`src/design/bbl_pkg.sv`:
```
// Shared types, constants and the horizon table of the beacon blob locator.
// No dependencies; every other design file refers to it by scoped names.
package bbl_pkg;

	localparam int IMAGE_ROWS = 64;
	localparam int IMAGE_COLS = 128;

	localparam int GRAY_W  = 8;
	localparam int ROW_W   = 6;
	localparam int COL_W   = 7;
	localparam int ANGLE_W = 12;
	localparam int HOR_W   = 7;
	localparam int COORD_W = 9;
	localparam int COUNT_W = 8;

	localparam logic [GRAY_W-1:0]  THRESHOLD_RESET = 8'd100;
	localparam logic [COORD_W-1:0] NOT_FOUND_CODE  = 9'd404;
	localparam logic [COUNT_W-1:0] COUNT_MAX       = 8'd255;

	// Classified-item queue and result queue depths
	localparam int CMD_DEPTH = 4;
	localparam int CMD_PTR_W = $clog2(CMD_DEPTH);
	localparam int CMD_CNT_W = $clog2(CMD_DEPTH + 1);
	localparam int RES_DEPTH = 2;
	localparam int RES_PTR_W = $clog2(RES_DEPTH);
	localparam int RES_CNT_W = $clog2(RES_DEPTH + 1);

	localparam int HORIZON_STEPS = 9;

	typedef logic [ANGLE_W-1:0] angle_t;
	typedef logic [HOR_W-1:0]   horizon_t;

	localparam angle_t ANGLE_BOUND [HORIZON_STEPS] = '{
		12'd1420, 12'd1580, 12'd1760, 12'd1890, 12'd2050,
		12'd2310, 12'd2450, 12'd2620, 12'd2920
	};
	localparam horizon_t HORIZON_FOR_STEP [HORIZON_STEPS] = '{
		7'd64, 7'd47, 7'd42, 7'd40, 7'd36, 7'd30, 7'd27, 7'd24, 7'd18
	};

	typedef struct packed {
		logic [GRAY_W-1:0]  gray_pixel;
		logic [ROW_W-1:0]   row_index;
		logic [COL_W-1:0]   column_index;
		logic               frame_start;
		logic               frame_end;
		logic [ANGLE_W-1:0] tilt_angle;
	} pixel_t;

	typedef struct packed {
		logic               beacon_found;
		logic [COORD_W-1:0] center_x;
		logic [COORD_W-1:0] center_y;
		logic [COUNT_W-1:0] lit_area;
	} result_t;

	// Pixel after classification by the front part
	typedef struct packed {
		logic             lit;
		logic             in_image;
		logic             row_last;
		logic             frame_start;
		logic             frame_end;
		horizon_t         horizon;
		logic [ROW_W-1:0] row_index;
		logic [COL_W-1:0] column_index;
	} class_t;

	// Handshake status of the back part
	typedef struct packed {
		logic cmd_pop;
		logic res_push;
		logic res_full;
	} back_status_t;

	// First table step whose bound lies above the angle; zero past the last bound
	function automatic horizon_t pick_horizon(input angle_t angle);
		horizon_t h;
		h = '0;
		for (int k = HORIZON_STEPS - 1; k >= 0; k--) begin
			if (angle < ANGLE_BOUND[k]) begin
				h = HORIZON_FOR_STEP[k];
			end
		end
		return h;
	endfunction

endpackage

```
`src/design/bbl_front.sv`:
```
// Front part: threshold register, pixel binarization and horizon lookup.
// Depends on bbl_pkg.
module bbl_front (
	input  logic                          clk,
	input  logic                          arst_n,
	input  logic                          cfg_valid,
	output logic                          cfg_ready,
	input  logic [bbl_pkg::GRAY_W-1:0]    cfg_data,
	input  bbl_pkg::pixel_t               pixel,
	input  logic                          push,
	input  logic                          cmd_full,
	output logic                          cmd_push,
	output bbl_pkg::class_t               cmd_item
);

	logic [bbl_pkg::GRAY_W-1:0] threshold_q;

	// Take a threshold write on every transfer
	assign cfg_ready = 1'b1;

	always_ff @(posedge clk or negedge arst_n) begin
		if (!arst_n) begin
			threshold_q <= bbl_pkg::THRESHOLD_RESET;
		end else if (cfg_valid && cfg_ready) begin
			threshold_q <= cfg_data;
		end
	end

	// Forward a pixel into the queue when there is room
	assign cmd_push = push && !cmd_full;

	// Classify the pixel
	always_comb begin
		cmd_item.lit          = (pixel.gray_pixel >= threshold_q);
		cmd_item.in_image     = (int'(pixel.row_index) < bbl_pkg::IMAGE_ROWS) &&
		                        (int'(pixel.column_index) < bbl_pkg::IMAGE_COLS);
		cmd_item.row_last     = (int'(pixel.column_index) == bbl_pkg::IMAGE_COLS - 1);
		cmd_item.frame_start  = pixel.frame_start;
		cmd_item.frame_end    = pixel.frame_end;
		cmd_item.horizon      = bbl_pkg::pick_horizon(pixel.tilt_angle);
		cmd_item.row_index    = pixel.row_index;
		cmd_item.column_index = pixel.column_index;
	end

endmodule

```
`src/design/bbl_cmd_queue.sv`:
```
// Short queue of classified pixels between the front and back parts.
// Depends on bbl_pkg.
module bbl_cmd_queue (
	input  logic            clk,
	input  logic            arst_n,
	input  logic            wr_en,
	input  bbl_pkg::class_t wr_item,
	output logic            full,
	input  logic            rd_en,
	output bbl_pkg::class_t rd_item,
	output logic            empty
);

	bbl_pkg::class_t                 entry_q [bbl_pkg::CMD_DEPTH];
	logic [bbl_pkg::CMD_PTR_W-1:0]   wr_ptr_q;
	logic [bbl_pkg::CMD_PTR_W-1:0]   rd_ptr_q;
	logic [bbl_pkg::CMD_CNT_W-1:0]   count_q;

	assign full    = (count_q == bbl_pkg::CMD_CNT_W'(bbl_pkg::CMD_DEPTH));
	assign empty   = (count_q == '0);
	assign rd_item = entry_q[rd_ptr_q];

	// Store an incoming item
	always_ff @(posedge clk) begin
		if (wr_en) begin
			entry_q[wr_ptr_q] <= wr_item;
		end
	end

	// Advance pointers and the fill count
	always_ff @(posedge clk or negedge arst_n) begin
		if (!arst_n) begin
			wr_ptr_q <= '0;
			rd_ptr_q <= '0;
			count_q  <= '0;
		end else begin
			if (wr_en) begin
				wr_ptr_q <= wr_ptr_q + 1'b1;
			end
			if (rd_en) begin
				rd_ptr_q <= rd_ptr_q + 1'b1;
			end
			if (wr_en && !rd_en) begin
				count_q <= count_q + 1'b1;
			end else if (rd_en && !wr_en) begin
				count_q <= count_q - 1'b1;
			end
		end
	end

endmodule

```
`src/design/bbl_back.sv`:
```
// Back part: blob tracking state, row-end scan stop and the result queue.
// Depends on bbl_pkg.
module bbl_back (
	input  logic                  clk,
	input  logic                  arst_n,
	input  bbl_pkg::class_t       cmd_item,
	input  logic                  cmd_empty,
	output bbl_pkg::back_status_t status,
	output bbl_pkg::result_t      result,
	output logic                  empty,
	input  logic                  pop
);

	bbl_pkg::horizon_t             horizon_q;
	logic                          seen_q;
	logic                          stopped_q;
	logic [bbl_pkg::COL_W-1:0]     first_col_q;
	logic [bbl_pkg::ROW_W-1:0]     first_row_q;
	logic [bbl_pkg::COL_W-1:0]     last_col_q;
	logic [bbl_pkg::ROW_W-1:0]     last_row_q;
	logic [bbl_pkg::COUNT_W-1:0]   area_q;
	logic [bbl_pkg::COUNT_W-1:0]   row_cnt_q;
	logic [bbl_pkg::COUNT_W-1:0]   prev_cnt_q;

	bbl_pkg::horizon_t             horizon_d;
	logic                          seen_d;
	logic                          stopped_d;
	logic [bbl_pkg::COL_W-1:0]     first_col_d;
	logic [bbl_pkg::ROW_W-1:0]     first_row_d;
	logic [bbl_pkg::COL_W-1:0]     last_col_d;
	logic [bbl_pkg::ROW_W-1:0]     last_row_d;
	logic [bbl_pkg::COUNT_W-1:0]   area_d;
	logic [bbl_pkg::COUNT_W-1:0]   row_cnt_d;
	logic [bbl_pkg::COUNT_W-1:0]   prev_cnt_d;
	logic                          active;
	bbl_pkg::result_t              res_d;

	bbl_pkg::result_t              res_q [bbl_pkg::RES_DEPTH];
	logic [bbl_pkg::RES_PTR_W-1:0] res_wr_q;
	logic [bbl_pkg::RES_PTR_W-1:0] res_rd_q;
	logic [bbl_pkg::RES_CNT_W-1:0] res_cnt_q;
	logic                          res_full;
	logic                          res_pop;
	logic                          cmd_pop;
	logic                          res_push;

	// Hold a frame-end item while the result queue has no room
	assign res_full = (res_cnt_q == bbl_pkg::RES_CNT_W'(bbl_pkg::RES_DEPTH));
	assign cmd_pop  = !cmd_empty && (!cmd_item.frame_end || !res_full);
	assign res_push = cmd_pop && cmd_item.frame_end;
	assign empty    = (res_cnt_q == '0);
	assign res_pop  = pop && !empty;
	assign result   = res_q[res_rd_q];

	assign status.cmd_pop  = cmd_pop;
	assign status.res_push = res_push;
	assign status.res_full = res_full;

	// Next tracking state for the item at the head of the queue
	always_comb begin
		if (cmd_item.frame_start) begin
			horizon_d   = cmd_item.horizon;
			seen_d      = 1'b0;
			stopped_d   = 1'b0;
			first_col_d = '0;
			first_row_d = '0;
			last_col_d  = '0;
			last_row_d  = '0;
			area_d      = '0;
			row_cnt_d   = '0;
			prev_cnt_d  = '0;
		end else begin
			horizon_d   = horizon_q;
			seen_d      = seen_q;
			stopped_d   = stopped_q;
			first_col_d = first_col_q;
			first_row_d = first_row_q;
			last_col_d  = last_col_q;
			last_row_d  = last_row_q;
			area_d      = area_q;
			row_cnt_d   = row_cnt_q;
			prev_cnt_d  = prev_cnt_q;
		end

		active = !stopped_d && cmd_item.in_image &&
		         ({1'b0, cmd_item.row_index} >= horizon_d);

		// Record a lit pixel
		if (active && cmd_item.lit) begin
			if (!seen_d) begin
				first_col_d = cmd_item.column_index;
				first_row_d = cmd_item.row_index;
			end
			seen_d     = 1'b1;
			last_col_d = cmd_item.column_index;
			last_row_d = cmd_item.row_index;
			if (area_d != bbl_pkg::COUNT_MAX) begin
				area_d = area_d + 1'b1;
			end
			if (row_cnt_d != bbl_pkg::COUNT_MAX) begin
				row_cnt_d = row_cnt_d + 1'b1;
			end
		end

		// Close the row; stop at the first empty row after a non-empty one
		if (active && cmd_item.row_last) begin
			if (prev_cnt_d != '0 && row_cnt_d == '0) begin
				stopped_d = 1'b1;
			end else begin
				prev_cnt_d = row_cnt_d;
			end
			row_cnt_d = '0;
		end

		// Build the frame result
		if (area_d != '0) begin
			res_d.beacon_found = 1'b1;
			res_d.center_x     = bbl_pkg::COORD_W'(
			                     ({1'b0, first_col_d} + {1'b0, last_col_d}) >> 1);
			res_d.center_y     = bbl_pkg::COORD_W'(
			                     ({1'b0, first_row_d} + {1'b0, last_row_d}) >> 1);
			res_d.lit_area     = area_d;
		end else begin
			res_d.beacon_found = 1'b0;
			res_d.center_x     = bbl_pkg::NOT_FOUND_CODE;
			res_d.center_y     = bbl_pkg::NOT_FOUND_CODE;
			res_d.lit_area     = '0;
		end
	end

	// Update tracking state on each item taken from the queue
	always_ff @(posedge clk or negedge arst_n) begin
		if (!arst_n) begin
			horizon_q   <= '0;
			seen_q      <= 1'b0;
			stopped_q   <= 1'b0;
			first_col_q <= '0;
			first_row_q <= '0;
			last_col_q  <= '0;
			last_row_q  <= '0;
			area_q      <= '0;
			row_cnt_q   <= '0;
			prev_cnt_q  <= '0;
		end else if (cmd_pop) begin
			horizon_q   <= horizon_d;
			seen_q      <= seen_d;
			stopped_q   <= stopped_d;
			first_col_q <= first_col_d;
			first_row_q <= first_row_d;
			last_col_q  <= last_col_d;
			last_row_q  <= last_row_d;
			area_q      <= area_d;
			row_cnt_q   <= row_cnt_d;
			prev_cnt_q  <= prev_cnt_d;
		end
	end

	// Store a finished frame result
	always_ff @(posedge clk) begin
		if (res_push) begin
			res_q[res_wr_q] <= res_d;
		end
	end

	// Advance result queue pointers and fill count
	always_ff @(posedge clk or negedge arst_n) begin
		if (!arst_n) begin
			res_wr_q  <= '0;
			res_rd_q  <= '0;
			res_cnt_q <= '0;
		end else begin
			if (res_push) begin
				res_wr_q <= res_wr_q + 1'b1;
			end
			if (res_pop) begin
				res_rd_q <= res_rd_q + 1'b1;
			end
			if (res_push && !res_pop) begin
				res_cnt_q <= res_cnt_q + 1'b1;
			end else if (res_pop && !res_push) begin
				res_cnt_q <= res_cnt_q - 1'b1;
			end
		end
	end

endmodule

```
`src/design/beacon_blob_locator.sv`:
```
// Top level of the beacon blob locator: front, item queue and back part.
// Depends on bbl_pkg, bbl_front, bbl_cmd_queue and bbl_back.
//
// Usage:
//   Pixels enter as a pixel_t on "pixel" with push/full: a transfer happens
//   on a rising edge with push high and full low. Pixels come bottom row
//   first, columns left to right; frame_start on the first pixel latches the
//   horizon from tilt_angle, frame_end on the last pixel produces one result.
//   Results leave as a result_t on "result" with empty/pop: the oldest
//   result is shown while empty is low and is taken on an edge with pop high.
//   The threshold is written through cfg_valid/cfg_ready/cfg_data while the
//   block is idle; cfg_ready is always high.
//   Throughput is one pixel per cycle while full is low. A frame's last
//   pixel is written into the item queue when it transfers; the tracking
//   logic passes its result into the result queue once that item is taken.
//   Reset clears the queues and tracking state and loads threshold 100.
//   When the receiver stalls, up to two results wait in the result queue;
//   a further frame end then holds in the four-entry item queue, and full
//   rises once that queue fills.
module beacon_blob_locator (
	input  logic                       clk,
	input  logic                       arst_n,
	input  bbl_pkg::pixel_t            pixel,
	input  logic                       push,
	output logic                       full,
	output bbl_pkg::result_t           result,
	output logic                       empty,
	input  logic                       pop,
	input  logic                       cfg_valid,
	output logic                       cfg_ready,
	input  logic [bbl_pkg::GRAY_W-1:0] cfg_data
);

	logic                  cmd_push;
	bbl_pkg::class_t       cmd_in;
	bbl_pkg::class_t       cmd_out;
	logic                  cmd_full;
	logic                  cmd_empty;
	bbl_pkg::back_status_t back_status;

	assign full = cmd_full;

	// Classify incoming pixels
	bbl_front u_front (
		.clk       (clk),
		.arst_n    (arst_n),
		.cfg_valid (cfg_valid),
		.cfg_ready (cfg_ready),
		.cfg_data  (cfg_data),
		.pixel     (pixel),
		.push      (push),
		.cmd_full  (cmd_full),
		.cmd_push  (cmd_push),
		.cmd_item  (cmd_in)
	);

	// Decouple front and back
	bbl_cmd_queue u_cmd_queue (
		.clk     (clk),
		.arst_n  (arst_n),
		.wr_en   (cmd_push),
		.wr_item (cmd_in),
		.full    (cmd_full),
		.rd_en   (back_status.cmd_pop),
		.rd_item (cmd_out),
		.empty   (cmd_empty)
	);

	// Track the blob and queue results
	bbl_back u_back (
		.clk       (clk),
		.arst_n    (arst_n),
		.cmd_item  (cmd_out),
		.cmd_empty (cmd_empty),
		.status    (back_status),
		.result    (result),
		.empty     (empty),
		.pop       (pop)
	);

`ifndef SYNTHESIS
	a_pop_needs_item: assert property (@(posedge clk) disable iff (!arst_n)
		back_status.cmd_pop |-> !cmd_empty)
		else $error("back part took an item from an empty queue");

	a_push_lands: assert property (@(posedge clk) disable iff (!arst_n)
		(push && !full) |=> !cmd_empty)
		else $error("transferred pixel missing from item queue");

	a_result_room: assert property (@(posedge clk) disable iff (!arst_n)
		back_status.res_push |-> !back_status.res_full)
		else $error("result written into a full result queue");

	a_not_found_code: assert property (@(posedge clk) disable iff (!arst_n)
		(!empty && !result.beacon_found) |-> (result.center_x == bbl_pkg::NOT_FOUND_CODE &&
		result.center_y == bbl_pkg::NOT_FOUND_CODE && result.lit_area == '0))
		else $error("empty frame result lacks not-found code");

	a_found_area: assert property (@(posedge clk) disable iff (!arst_n)
		(!empty && result.beacon_found) |-> (result.lit_area != '0))
		else $error("found result with zero area");
`endif

endmodule

```
`config.mk`:
```
export PLATFORM = sky130hd
export DESIGN_NAME = beacon_blob_locator
export DESIGN_NICKNAME = d
export VERILOG_FILES = /design/src/design/bbl_pkg.sv /design/src/design/bbl_front.sv /design/src/design/bbl_cmd_queue.sv /design/src/design/bbl_back.sv /design/src/design/beacon_blob_locator.sv
export SDC_FILE = /design/constraint.sdc
export NUM_CORES = 1
export LEC_CHECK = 0
export BUFFER_PORTS_ARGS = -buffer_cell sky130_fd_sc_hd__clkbuf_2
export CORE_UTILIZATION = 51
export DETAILED_ROUTE_END_ITERATION = 7
export PLACE_DENSITY_LB_ADDON = 0.08
export RECOVER_POWER = 100
export SLEW_MARGIN = 20
export SYNTH_ARGS = -nofsm -noshare
export SYNTH_HDL_FRONTEND = slang
export SYNTH_SLANG_ARGS = --single-unit
```
`constraint.sdc`:
```
create_clock -name clk -period 7.9 [get_ports clk]
set_input_delay 0 -clock clk [delete_from_list [all_inputs] [get_ports clk]]
set_output_delay 0 -clock clk [all_outputs]
set_load 0.02 [all_outputs]
```
==> results.sh <==
export IMPL_status="finished with violations"
export IMPL_violations="capacitance limit, slew limit"
export IMPL_min_period_ps=6300
export IMPL_vias=7262
export IMPL_fmax_ghz=0.159
export IMPL_setup_viol=0
export IMPL_final_common_cell="nand2_1"
export IMPL_clk_latency_ps=520
export IMPL_fillers=1725
export IMPL_drt_iter0_drc=401
export IMPL_final_cell_mix="146 x nand2_1, 142 x edfxtp_1, 74 x dfrtp_1, 52 x clkbuf_1, 46 x o21ai_0"
export IMPL_startpoint_type="flip-flop"
export IMPL_ys_flop_type="edfxtp_1"
export IMPL_post_route_period_util_pct=79.7
export IMPL_nNetsFinal=1103
export IMPL_cts_hold_buffers=43
export IMPL_initial_core_util_pct=52.1
export IMPL_powerDensity_mw_per_mm2=418
export IMPL_slew_violations=160
export IMPL_gp_congestion=0.801
export IMPL_drc_errors=0
export IMPL_grt_pass1_wl_mm=37.1
export IMPL_critPathArrivalTime_ps=6730
export IMPL_synth_edff_count=142
export IMPL_dr_pass1_iters=4
export IMPL_die_h_microns=149
export IMPL_clockBufferDepth=3
export IMPL_synth_top_area_share_pct=39.0
export IMPL_area_delta_synth_final_pct=15.5
export IMPL_grt_pass1_vias=7327
export IMPL_fin_total_pwr_w=0.00528
export IMPL_ys_warnings_count=0
export IMPL_async_reset_ff_share_pct=35.5
export IMPL_ctsRootBufferMaster="clkbuf_16"
export IMPL_fin_util_pct=60.1
export IMPL_synth_area_sq_mm=0.0109
export IMPL_max_slew_margin_pct=-156
export IMPL_worst_ir_drop_vdd_v=0.000302
export IMPL_antenna_left=0
export IMPL_dp_hpwl_mm=14.2
export IMPL_drive_gt1_share_pct=13.8
export IMPL_setup_tns_final_ps=0
export IMPL_antenna_diode_count=0
export IMPL_p_leak_nw=5.02
export IMPL_overflow=0
export IMPL_vias_per_cell=5.54
export IMPL_io_buffer_count=74
export IMPL_wl_per_cell_microns=17.1
export IMPL_cts_clk_slew_worst_paths_ps=60
export IMPL_worst_slew_pin_slew_ps=3840
export IMPL_synth_seq_cells=220
export IMPL_grt_max_degree=68
export IMPL_wirelength_mm=22.4
export IMPL_cts_buffers=24
export IMPL_cts_resized_gates=0
export IMPL_crit_type="flip-flop to flip-flop"
export IMPL_row_count=53
export IMPL_drv_cap=4
export IMPL_ys_seq_area_share_pct=56.8
export IMPL_rsz0062_at_grt="no"
export IMPL_postLayoutCellArea_sq_mm=0.0126
export IMPL_fp_coreArea_sq_mm=0.0210
export IMPL_synthCells=914
export IMPL_crit_path_end_kind="flip-flop"
export IMPL_place_area_sq_mm=0.0116
export IMPL_synth_avg_cell_area_sq_um=12.0
export IMPL_cts_setup_buffers=0
export IMPL_hold_viol=0
export IMPL_fin_skew_ps=17.7
export IMPL_htreeDepth=1
export IMPL_io_pins=78
export IMPL_die_w_microns=149
export IMPL_ys_top_cells_by_area="edfxtp_1 39%, dfrtp_1 17%, nand2_1 5.0%"
export IMPL_tritoncts="built"
export IMPL_timing_hold_ws_ps=33.4
export IMPL_ys_types=72
export IMPL_dieArea_sq_mm=0.0221
export IMPL_yosysTopAreaCell="edfxtp_1"
export IMPL_clock_sinks=220
export IMPL_antenna_found_initial=0
export IMPL_hp_class="primary input to flip-flop"
export IMPL_cp_data_required_time_ps=8330
export IMPL_grt_usage_pct=21.1
export IMPL_critPathMaxFanout=56
export IMPL_syn_num_nets=998
cell usage after synthesis (3+ instances only):
cell type  number
nand2_1       146
nor3_1         12
nor2b_1         9
mux2_2         37
a22o_1          9
nand4_1         4
a21o_1         12
clkbuf_1       35
and3_1         12
and2_1         12
o2bb2ai_1       3
dfstp_2         3
a211o_1         5
a32o_1          4
o211ai_1        8
mux4_2         23
ha_1           33
nand2b_1        9
a21oi_1        26
buf_4           5
o21ai_0        46
xnor2_1        19
buf_2           4
buf_1           7
edfxtp_1      142
inv_1          30
dfrtp_1        75
or3_1           5
a221o_1         4
nor2_1         42
a31oi_1        15
or2_2           5
or4_1           4
fa_1            3
o31ai_1        10
mux2i_1        11
xor2_1         13
nand3_1        16
nor4_1          7
nand3b_1        4
final timing paths:
check / startpoint / endpoint / slack [ps] / depth (start not counted)
worst max-delay path: u_cmd_queue.rd_ptr_q[0] / u_back.prev_cnt_q[7] / 1600 / 11
worst min-delay path: pixel[34] / u_cmd_queue.entry_q[3][23] / 30 / 3
worst max register to register: u_cmd_queue.rd_ptr_q[0] / u_back.prev_cnt_q[7] / 1600 / 11
worst min register to register: u_back.first_col_q[1] / u_back.first_col_q[1] / 480 / 2
max in group asynchronous: arst_n / u_cmd_queue.rd_ptr_q[0] / 3930 / 3
min in group asynchronous: arst_n / u_cmd_queue.count_q[1] / 630 / 3
cell type report:
type | instances | area [sq um] | area share, %
flip-flops and latches | 220 | 6220 | 49.2
multi-input cells | 611 | 4400 | 34.8
repair buffers | 131 | 825 | 6.52
clock buffers | 25 | 604 | 4.78
well taps | 275 | 344 | 2.72
clock inverters | 18 | 126 | 1.00
inverters | 31 | 116 | 0.921
per-stage QoR:
step,std cells,worst slack (ps)
after floorplan,914,2160
after CTS,1311,2470
after global routing,1311,1040
final,1311,1600
after global placement,1225,2560
after detailed placement,1225,2510
kinds of logic after synthesis:
| logic type | synth area share, % |
|---|---|
| xor+xnor | 2.56 |
| compound gates | 10.8 |
| buf+inv | 3.13 |
| simple gates | 12.7 |
| fa+ha+maj | 4.32 |
| flops | 56.8 |
| mux | 9.55 |
| other cells | 0.0686 |
sequential cells by signal, summed over array words and instances (netlist names), 3 cells and up:
name	flops
u_back.first_col_q	7
u_back.prev_cnt_q	8
u_back.last_row_q	6
u_back.last_col_q	7
u_cmd_queue.count_q	3
u_back.res_q	46
u_back.row_cnt_q	8
u_front.threshold_q	8
u_back.area_q	8
u_cmd_queue.entry_q	96
u_back.horizon_q	7
u_back.first_row_q	6
report_power, final:
group / switching (W) / internal, W
logic: 0.00159 / 0.000888
registers: 0.000140 / 0.00163
clock network: 0.000444 / 0.000587
total: 0.00217 / 0.00311
per-layer routing:
| layer | share of wire (%) | routed length, microns | vias to the layer above | global-route usage [%] |
|---|---|---|---|---|
| met5 | 0 | 0 | - | 0 |
| met1 | 48 | 10800 | 3530 | 29.7 |
| met3 | 3.0 | 683 | 29 | 2.79 |
| met2 | 47 | 10500 | 120 | 35.2 |
| met4 | 1.7 | 372 | 0 | 4.54 |
| li1 | - | - | 3583 | - |
worst max-delay path, cell delays in order, from the launching register on:
cell,delay [ps]
dfrtp_2,490
clkbuf_1,1290
mux4_2,710
nand3b_1,120
o31a_1,130
clkbuf_1,1540
inv_1,200
buf_4,410
nor4_1,740
and2_1,350
inv_1,60
o2bb2ai_1,130
(Power assumes the default switching activity.)
